--- src/rtl/core/rse_pkg.sv ---
package rse_pkg;

    localparam int MESSAGE_BYTES = 96;
    localparam int PARITY_BYTES  = 16;
    localparam int CountW        = $clog2(MESSAGE_BYTES + 1);
    localparam int DrainW        = $clog2(PARITY_BYTES);

    localparam logic [8:0] FIELD_POLY = 9'h11D;

    typedef logic [7:0]                    t_byte;
    typedef logic [PARITY_BYTES:0][7:0]    t_gen;
    typedef logic [PARITY_BYTES-1:0][7:0]  t_parity;

    typedef struct packed {
        t_byte code_byte;
        logic  is_parity;
        logic  last;
    } t_code;

    // multiply in gf(256) modulo the field polynomial
    function automatic t_byte gf_mul(input t_byte a, input t_byte b);
        logic [8:0] x;
        t_byte      acc;
        x   = {1'b0, a};
        acc = '0;
        for (int i = 0; i < 8; i++) begin
            if (b[i]) begin
                acc = acc ^ x[7:0];
            end
            x = {x[7:0], 1'b0};
            if (x[8]) begin
                x = x ^ FIELD_POLY;
            end
        end
        return acc;
    endfunction

    // product of (x + alpha^r) over r = 0 .. PARITY_BYTES-1
    function automatic t_gen build_gen();
        t_gen  g;
        t_byte root;
        g    = '0;
        g[0] = 8'd1;
        root = 8'd1;
        for (int r = 0; r < PARITY_BYTES; r++) begin
            for (int k = r + 1; k > 0; k--) begin
                g[k] = g[k-1] ^ gf_mul(g[k], root);
            end
            g[0] = gf_mul(g[0], root);
            root = gf_mul(root, 8'd2);
        end
        return g;
    endfunction

    localparam t_gen GEN_POLY = build_gen();

endpackage

--- src/rtl/core/reed_solomon_encoder.sv ---
// Systematic RS(112,96) encoder over GF(256).
// Input channel: i_message_byte with i_valid / o_ready, one message byte per
// transaction. Output channel: o_code_byte, o_is_parity, o_last with
// o_valid / i_ready, one codeword symbol per transaction.
// Each message byte is passed through into the output register, or into the
// skid stage while the output stalls; a byte can be taken in every cycle
// in which o_ready is high. After the 96th byte of a codeword the 16 parity
// bytes follow, highest register first, from the parity shift register, one
// per cycle while the skid stage is empty; o_last marks the final one.
// o_ready is low while parity drains, so input and drain never overlap.
// Output is a register plus a skid stage, so o_ready never depends on
// i_ready in the same cycle; when the receiver stalls, one more symbol is
// held in the skid stage and then input and drain stop until it moves.
// Reset (synchronous, active low) clears the parity registers, the byte
// counter, the drain state and both output stages; no clearing pass.
module reed_solomon_encoder
    import rse_pkg::*;
(
    input  logic       i_clk,
    input  logic       i_rst_n,
    input  logic       i_valid,
    output logic       o_ready,
    input  logic [7:0] i_message_byte,
    output logic       o_valid,
    input  logic       i_ready,
    output logic [7:0] o_code_byte,
    output logic       o_is_parity,
    output logic       o_last
);

    t_parity           r_parity, n_parity, lfsr_next, shift_next;
    logic [CountW-1:0] r_count, n_count;
    logic [DrainW-1:0] r_drain_cnt, n_drain_cnt;
    logic              r_drain, n_drain;
    t_code             r_out, n_out, r_skid, n_skid, prod_item;
    logic              r_out_valid, n_out_valid, r_skid_valid, n_skid_valid;
    logic              in_fire, drain_fire, prod_valid, take, out_load;
    logic              msg_last, drain_last;
    t_byte             fb;

    assign o_ready    = !r_skid_valid && !r_drain;
    assign in_fire    = i_valid && o_ready;
    assign drain_fire = r_drain && !r_skid_valid;
    assign msg_last   = (r_count == CountW'(MESSAGE_BYTES - 1));
    assign drain_last = (r_drain_cnt == DrainW'(PARITY_BYTES - 1));
    assign fb         = i_message_byte ^ r_parity[PARITY_BYTES-1];

    // parity lfsr update and plain shift for draining
    always_comb begin
        lfsr_next[0]  = gf_mul(GEN_POLY[0], fb);
        shift_next[0] = '0;
        for (int j = 1; j < PARITY_BYTES; j++) begin
            lfsr_next[j]  = r_parity[j-1] ^ gf_mul(GEN_POLY[j], fb);
            shift_next[j] = r_parity[j-1];
        end
    end

    always_comb begin
        n_parity    = r_parity;
        n_count     = r_count;
        n_drain     = r_drain;
        n_drain_cnt = r_drain_cnt;
        if (in_fire) begin
            n_parity = lfsr_next;
            if (msg_last) begin
                n_count     = '0;
                n_drain     = 1'b1;
                n_drain_cnt = '0;
            end else begin
                n_count = r_count + 1'b1;
            end
        end else if (drain_fire) begin
            n_parity    = shift_next;
            n_drain_cnt = r_drain_cnt + 1'b1;
            if (drain_last) begin
                n_drain = 1'b0;
            end
        end
    end

    // symbol produced this cycle
    always_comb begin
        prod_valid = in_fire || drain_fire;
        if (in_fire) begin
            prod_item = '{code_byte: i_message_byte, is_parity: 1'b0, last: 1'b0};
        end else begin
            prod_item = '{code_byte: r_parity[PARITY_BYTES-1], is_parity: 1'b1,
                          last: drain_last};
        end
    end

    // output register and skid stage
    assign take     = r_out_valid && i_ready;
    assign out_load = take || !r_out_valid;

    always_comb begin
        n_out        = r_out;
        n_out_valid  = r_out_valid;
        n_skid       = r_skid;
        n_skid_valid = r_skid_valid;
        if (out_load) begin
            if (r_skid_valid) begin
                n_out        = r_skid;
                n_out_valid  = 1'b1;
                n_skid_valid = 1'b0;
            end else begin
                n_out       = prod_item;
                n_out_valid = prod_valid;
            end
        end else if (prod_valid) begin
            n_skid       = prod_item;
            n_skid_valid = 1'b1;
        end
    end

    always_ff @(posedge i_clk) begin
        if (!i_rst_n) begin
            r_parity     <= '0;
            r_count      <= '0;
            r_drain      <= 1'b0;
            r_drain_cnt  <= '0;
            r_out_valid  <= 1'b0;
            r_skid_valid <= 1'b0;
        end else begin
            r_parity     <= n_parity;
            r_count      <= n_count;
            r_drain      <= n_drain;
            r_drain_cnt  <= n_drain_cnt;
            r_out_valid  <= n_out_valid;
            r_skid_valid <= n_skid_valid;
        end
    end

    always_ff @(posedge i_clk) begin
        r_out  <= n_out;
        r_skid <= n_skid;
    end

    assign o_valid     = r_out_valid;
    assign o_code_byte = r_out.code_byte;
    assign o_is_parity = r_out.is_parity;
    assign o_last      = r_out.last;

endmodule

--- config.mk ---
export PLATFORM = sky130hd
export DESIGN_NAME = reed_solomon_encoder
export DESIGN_NICKNAME = d
export VERILOG_FILES = /design/src/rtl/core/rse_pkg.sv /design/src/rtl/core/reed_solomon_encoder.sv
export SDC_FILE = /design/constraint.sdc
export NUM_CORES = 1
export LEC_CHECK = 0
export BUFFER_PORTS_ARGS = -buffer_cell sky130_fd_sc_hd__buf_2
export CAP_MARGIN = 15
export CORE_AREA = 2 2 177 179
export CTS_BUF_LIST = sky130_fd_sc_hd__clkbuf_4 sky130_fd_sc_hd__clkbuf_8
export DETAILED_ROUTE_END_ITERATION = 12
export DIE_AREA = 0 0 179 181
export PLACE_DENSITY = 0.42
export SYNTH_ARGS = -nofsm -noshare
export SYNTH_HDL_FRONTEND = slang
export SYNTH_SLANG_ARGS = --single-unit
--- constraint.sdc ---
create_clock -name i_clk -period 2.4 [get_ports i_clk]
set_clock_uncertainty 0.15 [all_clocks]
set_input_delay 0 -clock i_clk [delete_from_list [all_inputs] [get_ports i_clk]]
set_output_delay 0 -clock i_clk [all_outputs]
set_load 0.05 [all_outputs]
==> results by group, run 1 <==
Status
  – Status: finished, final reports clean

Clock network
  – Max clock buf depth: 2
  – Worst-Skew Late Latency: between 400 and 500 ps
  – Clock sink count: approximately 160
  – Inserted Clock Buffers: 17
  – Root Driver: clkbuf_8
  – Worst-path clk slew: about 90 ps
  – CTS tree: yes
  – CTS H-tree lvls: 4

STA
  – Fmax: between 400 and 500 MHz
  – Final number of setup-violating endpoints: 0
  – Post-layout min period: 2380 ps
  – Relative slew slack: 0.467
  – Hold slack: ~300 ps
  – Slew @ Worst Pin: 797 ps
  – Final worst setup slack: between 20 and 25 ps
  – Count of pins over their slew limit: 0
  – RSZ-0062 raised after global routing: yes
  – Fin. Hold Viols: 0
  – Tcrit/Tclk final: 0.991

Finish
  – ANT cells: 0
  – Nets: roughly 1000
  – Layout cell share with drive strength beyond 1: 0.179
  – Fill count: a little over 3000
  – Area delta synth->final: 19.1%

Routing
  – Total DRC errors in the routed layout: 0
  – Detailed-route via count: 7033
  – DRT Pass-1 Iters: 5
  – Drt total wl: roughly 26000 um
  – Remaining antenna violation count: 0
  – Via density per instance: 4.99
  – First DRT Iteration DRCs: between 400 and 500
  – WL/cell: 18.4 um

Synth
  – Mapped cell area: ~0.009 sq mm
  – Synth Area per Inst: 9.49 sq um
  – Synth unique cells: 48
  – #FFs+latches synth: approximately 160
  – Post-Syn Instances: 950
  – Syn nets: between 900 and 1000
  – EDFF count, synth: 20
  – Asr flop ratio synth: 0
  – Synth warn: 0
  – Register area share after synthesis: 0.382
  – Ys flop type: dfxtp_1

Floorplan
  – Die H: around 180 um
  – Ports: 24
  – Initial core utilization: 0.297
  – Die Wd: 179 um
  – Die ar.: around 0.032 sq mm
  – Core area: slightly above 0.03 sq mm
  – Row cnt: 64

Power
  – Power Density: about 1100 mW/mm^2
  – Maximum vdd drop: between 0.5 and 0.6 mV
  – Lkg Pwr: between 4 and 5 nW

Worst setup path
  – Worst EP arrival: around 2600 ps
  – Crit end category: flip-flop
  – Crit Path Class: reg -> reg
  – Worst EP required: around 2600 ps
  – Worst-path fanout max: 6
  – R2R cell count: 7
  – Crit start category: flip-flop
  – R2R setup slack: 20 ps

Global route
  – Vias in the first global route: approximately 6600
  – Total grt overflow: 0
  – GRT Resource Usage Total: 0.167
  – First-pass GRT wire length: 40800 um
  – Pin count of the biggest net entering global routing: ~120
  – Initial antenna violation count: 0

Placed design
  – DP Worst Slack: -136 ps
  – Dpl hpwl: roughly 17000 um
  – Input/output buffers: 23
  – Placer Congestion: about 0.75

Min path
  – Hold Crit Class: in -> reg
  – WHS Path Cells: 4

Run
  – Max-cap violations: 0
## cells by family after synthesis
kind of cell / Yosys count / share of synthesized area
simple gates: 301 / 0.163
mux: 9 / 0.0111
buf+inv: 81 / 0.0351
flops: 162 / 0.382
compound gates: 248 / 0.180
xor+xnor: 147 / 0.226
fa+ha+maj: 2 / 0.00278
## state kept, by name, indices dropped and copies added (netlist names)
name	cells
r_parity	128
r_skid	10
o_code_byte	8
r_count	7
r_drain_cnt	4
o_is_parity	1
o_last	1
o_valid	1
r_drain	1
r_skid_valid	1
## placed cells by master (no fill, tap or decap), types with 7 or more instances in the layout
master,instances
nor2_1,100
buf_2,23
xor2_1,38
buf_4,61
edfxtp_1,20
xnor2_1,44
dfxtp_1,140
nor3_1,36
mux2_2,8
a31oi_1,12
nand2_1,46
buf_12,10
or3_1,58
xnor2_2,7
a311oi_1,47
a21oi_1,8
xnor3_1,30
dlygate4sd3_1,12
and3_1,37
a211oi_1,59
clkbuf_8,17
o21ai_0,109
xnor2_4,19
## cell type report
cell class / count / area (sq um) / share of cell area
Timing Repair Buffer: 108 / 916 / 0.0853
Tap cell: 396 / 495 / 0.0462
Inverter: 5 / 20.0 / 0.00186
Sequential cell: 162 / 3450 / 0.321
Multi-Input combinational cell: 707 / 5490 / 0.511
Clock buffer: 20 / 256 / 0.0239
Clock inverter: 12 / 113 / 0.0105
## routing by layer
| layer | global-route usage | share of wire | vias up |
|---|---|---|---|
| met5 | 0 | 0 | - |
| li1 | - | - | 3566 |
| met3 | 0.0295 | 0.027 | 22 |
| met1 | 0.241 | 0.51 | 3346 |
| met4 | 0.0436 | 0.013 | 0 |
| met2 | 0.256 | 0.45 | 99 |
## critical path, cell delays in order (launching register included)
cell,delay [ps]
dfxtp_1,370
xnor2_4,270
buf_4,270
xnor3_2,470
xor2_1,180
buf_4,160
and3_1,180
nor3_2,230
## per-stage QoR
step	cells	TNS, ps	power, mW	cell area [sq um]	utilization
5_1_grt	1410	-521	12.3	10700	0.354
4_1_cts	1403	0	11.4	10500	0.347
2_1_floorplan	950	0	7.42	9020	-
6_report	1410	0	11.5	10700	0.354
3_3_place_gp	1356	-990	9.33	9950	0.328
3_5_place_dp	1356	-722	9.31	9950	0.328
## synthesized netlist by cell type (3+ instances only)
cell type,number,area (sq um)
dfxtp_1,142,2840
o21ai_0,109,546
nor2_1,101,379
clkbuf_1,68,255
a211oi_1,59,443
or3_1,58,363
xnor2_1,49,429
a311oi_1,48,420
nand2_1,46,173
xor2_1,41,359
and3_1,37,231
nor3_1,37,185
xnor3_1,32,721
edfxtp_1,20,601
xnor2_2,13,211
a31oi_1,12,75.1
a21oi_1,8,40.0
mux2_2,8,90.1
xnor2_4,8,220
and2_1,5,31.3
buf_2,4,20.0
inv_1,4,15.0
nand3_1,4,20.0
nand2b_1,3,18.8
## worst paths after layout
kind,start,endpoint
setup / recovery,r_parity[126],r_parity[125]
hold / removal,i_message_byte[5],r_skid[7]
setup reg to reg,r_parity[126],r_parity[125]
hold reg to reg,r_parity[3],r_parity[3]
## power by group
group,leakage (nW),switching [mW],internal (mW)
clock network,0.176,1.11,0.856
registers,1.38,0.318,3.16
logic,2.68,3.10,2.95
total,4.23,4.53,6.97
## timing repair
action	in CTS	in global routing
hold buffers	12	0
endpoints found under the setup margin	24	41
gates resized for setup	9	17
pin swaps	3	7
endpoints found under the hold margin	58	0
setup buffers	3	7
Power figures use the tool's default switching activity.
==> run 2, diff against run 1 <==
- CELL_PAD_IN_SITES_DETAIL_PLACEMENT: not set -> 1
- CELL_PAD_IN_SITES_GLOBAL_PLACEMENT: not set -> 1
- PLACE_DENSITY: 0.42 -> 0.52
==> run 2 against run 1 <==
Effect of this change:
- via count is 2.9% higher
- non-clock buffer count rose by 21
- total power up 2.3%
- first-iteration DRC count is 29% lower
- fmax increased by 0.55%
- worst setup slack improved by 13 ps
- critical path type unchanged
- largest cell class unchanged
- sequential cell count did not move
- register-to-register slack hardly changed
==> results by group, run 2 (synthesis results as in run 1) <==
Placed design
  – Input/output buffers: 23
  – Area post-placement: just over 0.01 sq mm
  – Placer Congestion: roughly 0.76
  – Dpl hpwl: 18800 um
  – Placed Cells incl. Taps: about 1400

Floorplan
  – Die ar.: between 0.03 and 0.04 sq mm
  – Initial core utilization: 0.297
  – Core area: roughly 0.03 sq mm
  – Row cnt: 64
  – Die H: 181 um
  – Ports: 24
  – Die Wd: 179 um

Clock network
  – Worst-Skew Late Latency: 500 ps
  – CTS H-tree lvls: 4
  – Root Driver: clkbuf_8
  – Worst-path clk slew: between 100 and 150 ps
  – CTS tree: yes
  – Inserted Clock Buffers: 17
  – Clock sink count: around 160
  – Max clock buf depth: 2

Global route
  – Total grt overflow: 0
  – GRT Resource Usage Total: 0.179
  – Pin count of the biggest net entering global routing: 86
  – Initial antenna violation count: 0
  – Vias in the first global route: between 7000 and 8000
  – First-pass GRT wire length: 43800 um

Routing
  – First DRT Iteration DRCs: approximately 340
  – Remaining antenna violation count: 0
  – DRT Pass-1 Iters: 4
  – Via density per instance: 5.06
  – WL/cell: 19.6 um
  – Total DRC errors in the routed layout: 0
  – Detailed-route via count: 7235
  – Drt total wl: 28100 um

STA
  – Fmax: about 420 MHz
  – Count of pins over their slew limit: 0
  – Setup TNS Final: 0 ps
  – Relative slew slack: 0.441
  – Final number of setup-violating endpoints: 0
  – Tcrit/Tclk final: 0.986
  – Fin. Hold Viols: 0
  – Hold slack: around 260 ps
  – Post-layout min period: between 2000 and 2500 ps
  – Slew @ Worst Pin: roughly 840 ps

Worst setup path
  – Worst EP required: about 2700 ps
  – Worst EP arrival: about 2600 ps
  – Crit end category: flip-flop
  – Crit Path Class: reg -> reg
  – Worst-path fanout max: 6
  – Crit start category: flip-flop

Finish
  – ANT cells: 0
  – Max reg flops: around 130
  – Final Util: 0.363
  – Largest Register: r_parity
  – Most frequent cells in the layout: dfxtp_1 (138), o21ai_0 (109), nor2_1 (100)
  – Nets: slightly above 1000
  – Fill count: between 3000 and 4000
  – Leading cell type in the layout, fill and taps excluded: dfxtp_1
  – Fin area: approximately 0.011 sq mm
  – Area delta synth->final: 22.0%
  – Layout cell share with drive strength beyond 1: 0.207
  – Final non-filler cell total: 1431

Run
  – Max-cap violations: 0

Power
  – Combinational share of power: 0.537
  – Maximum vdd drop: around 0.5 mV
  – Clock Power Share: 0.166
  – Switch share: 0.400
  – Lkg Pwr: 4.39 nW
  – Power Density: between 1000 and 1500 mW/mm^2
  – Switch Pwr: approximately 4.7 mW
  – Pint: 7.05 mW
  – Reg power frac: 0.297

Status
  – Status: finished, final reports clean

Min path
  – Hold Crit Class: in -> reg
[run 2: cell types whose count changed in the layout (fill, tap and decap cells not counted), moves of 2 or more]
cell / before / now
dfxtp_1: 140 / 138
clkbuf_4: 3 / 0
xnor2_2: 7 / 13
xnor2_1: 44 / 40
buf_12: 10 / 16
buf_6: 2 / 5
inv_8: 0 / 2
xnor2_4: 19 / 17
inv_6: 1 / 4
buf_4: 61 / 73
[run 2: power groups by stage]
stage | clock network [mW] | logic, mW | registers [mW]
floorplan | 0 | 3.91 | 3.51
global placement | 0 | 5.83 | 3.53
detailed placement | 0 | 5.86 | 3.54
CTS | 2.04 | 6.08 | 3.48
global route | 2.13 | 6.84 | 3.55
finish | 1.95 | 6.32 | 3.49
[run 2: worst paths after layout]
| kind | start | endpoint | slack (ps) | cells past startpoint |
|---|---|---|---|---|
| max reg2reg | r_parity[121] | r_parity[126] | 30 | 7 |
| min reg2reg | r_parity[3] | r_parity[3] | 340 | 2 |
| max | r_parity[121] | r_parity[126] | 30 | 7 |
| min | i_message_byte[3] | r_skid[5] | 260 | 4 |
[run 2: metrics by stage]
step                power [mW]  setup slack [ps]
floorplan                 7.42              8.19
global placement          9.36              -456
detailed placement        9.40              -345
CTS                       11.6             -36.6
global route              12.5             -18.2
finish                    11.8              34.2
[run 2: final cells by class]
cell class / count / area [sq um] / area share
repair buffers: 129 / 1160 / 0.105
inverters: 5 / 20.0 / 0.00182
clock buffers: 17 / 234 / 0.0213
multi-input cells: 707 / 5520 / 0.502
flip-flops and latches: 162 / 3450 / 0.314
well taps: 396 / 495 / 0.0450
clock inverters: 15 / 124 / 0.0113
[run 2: timing repair]
action,4_1_cts,5_1_grt
buffers inserted,9,12
gates resized for setup,16,23
endpoints found under the setup margin,45,42
hold endpoints to repair,51,0
pin swaps,5,11
hold buffers,12,0
[run 2: per-layer routing]
| metal | GRT usage | up-vias | wire length, um | share of wire |
|---|---|---|---|---|
| met1 | 0.249 | 3552 | 13900 | 0.50 |
| met2 | 0.289 | 63 | 13100 | 0.47 |
| li1 | - | 3606 | - | - |
| met3 | 0.0286 | 14 | 708 | 0.025 |
| met5 | 0 | - | 0 | 0 |
| met4 | 0.0423 | 0 | 269 | 0.0096 |
[run 2: worst max-delay path, cell delays in order (launching register included)]
cell and delay (ps):
dfxtp_4 380, xnor2_4 180, buf_4 170, buf_6 120, xnor2_4 390, xnor3_1 470
and2_1 190, o211a_1 220
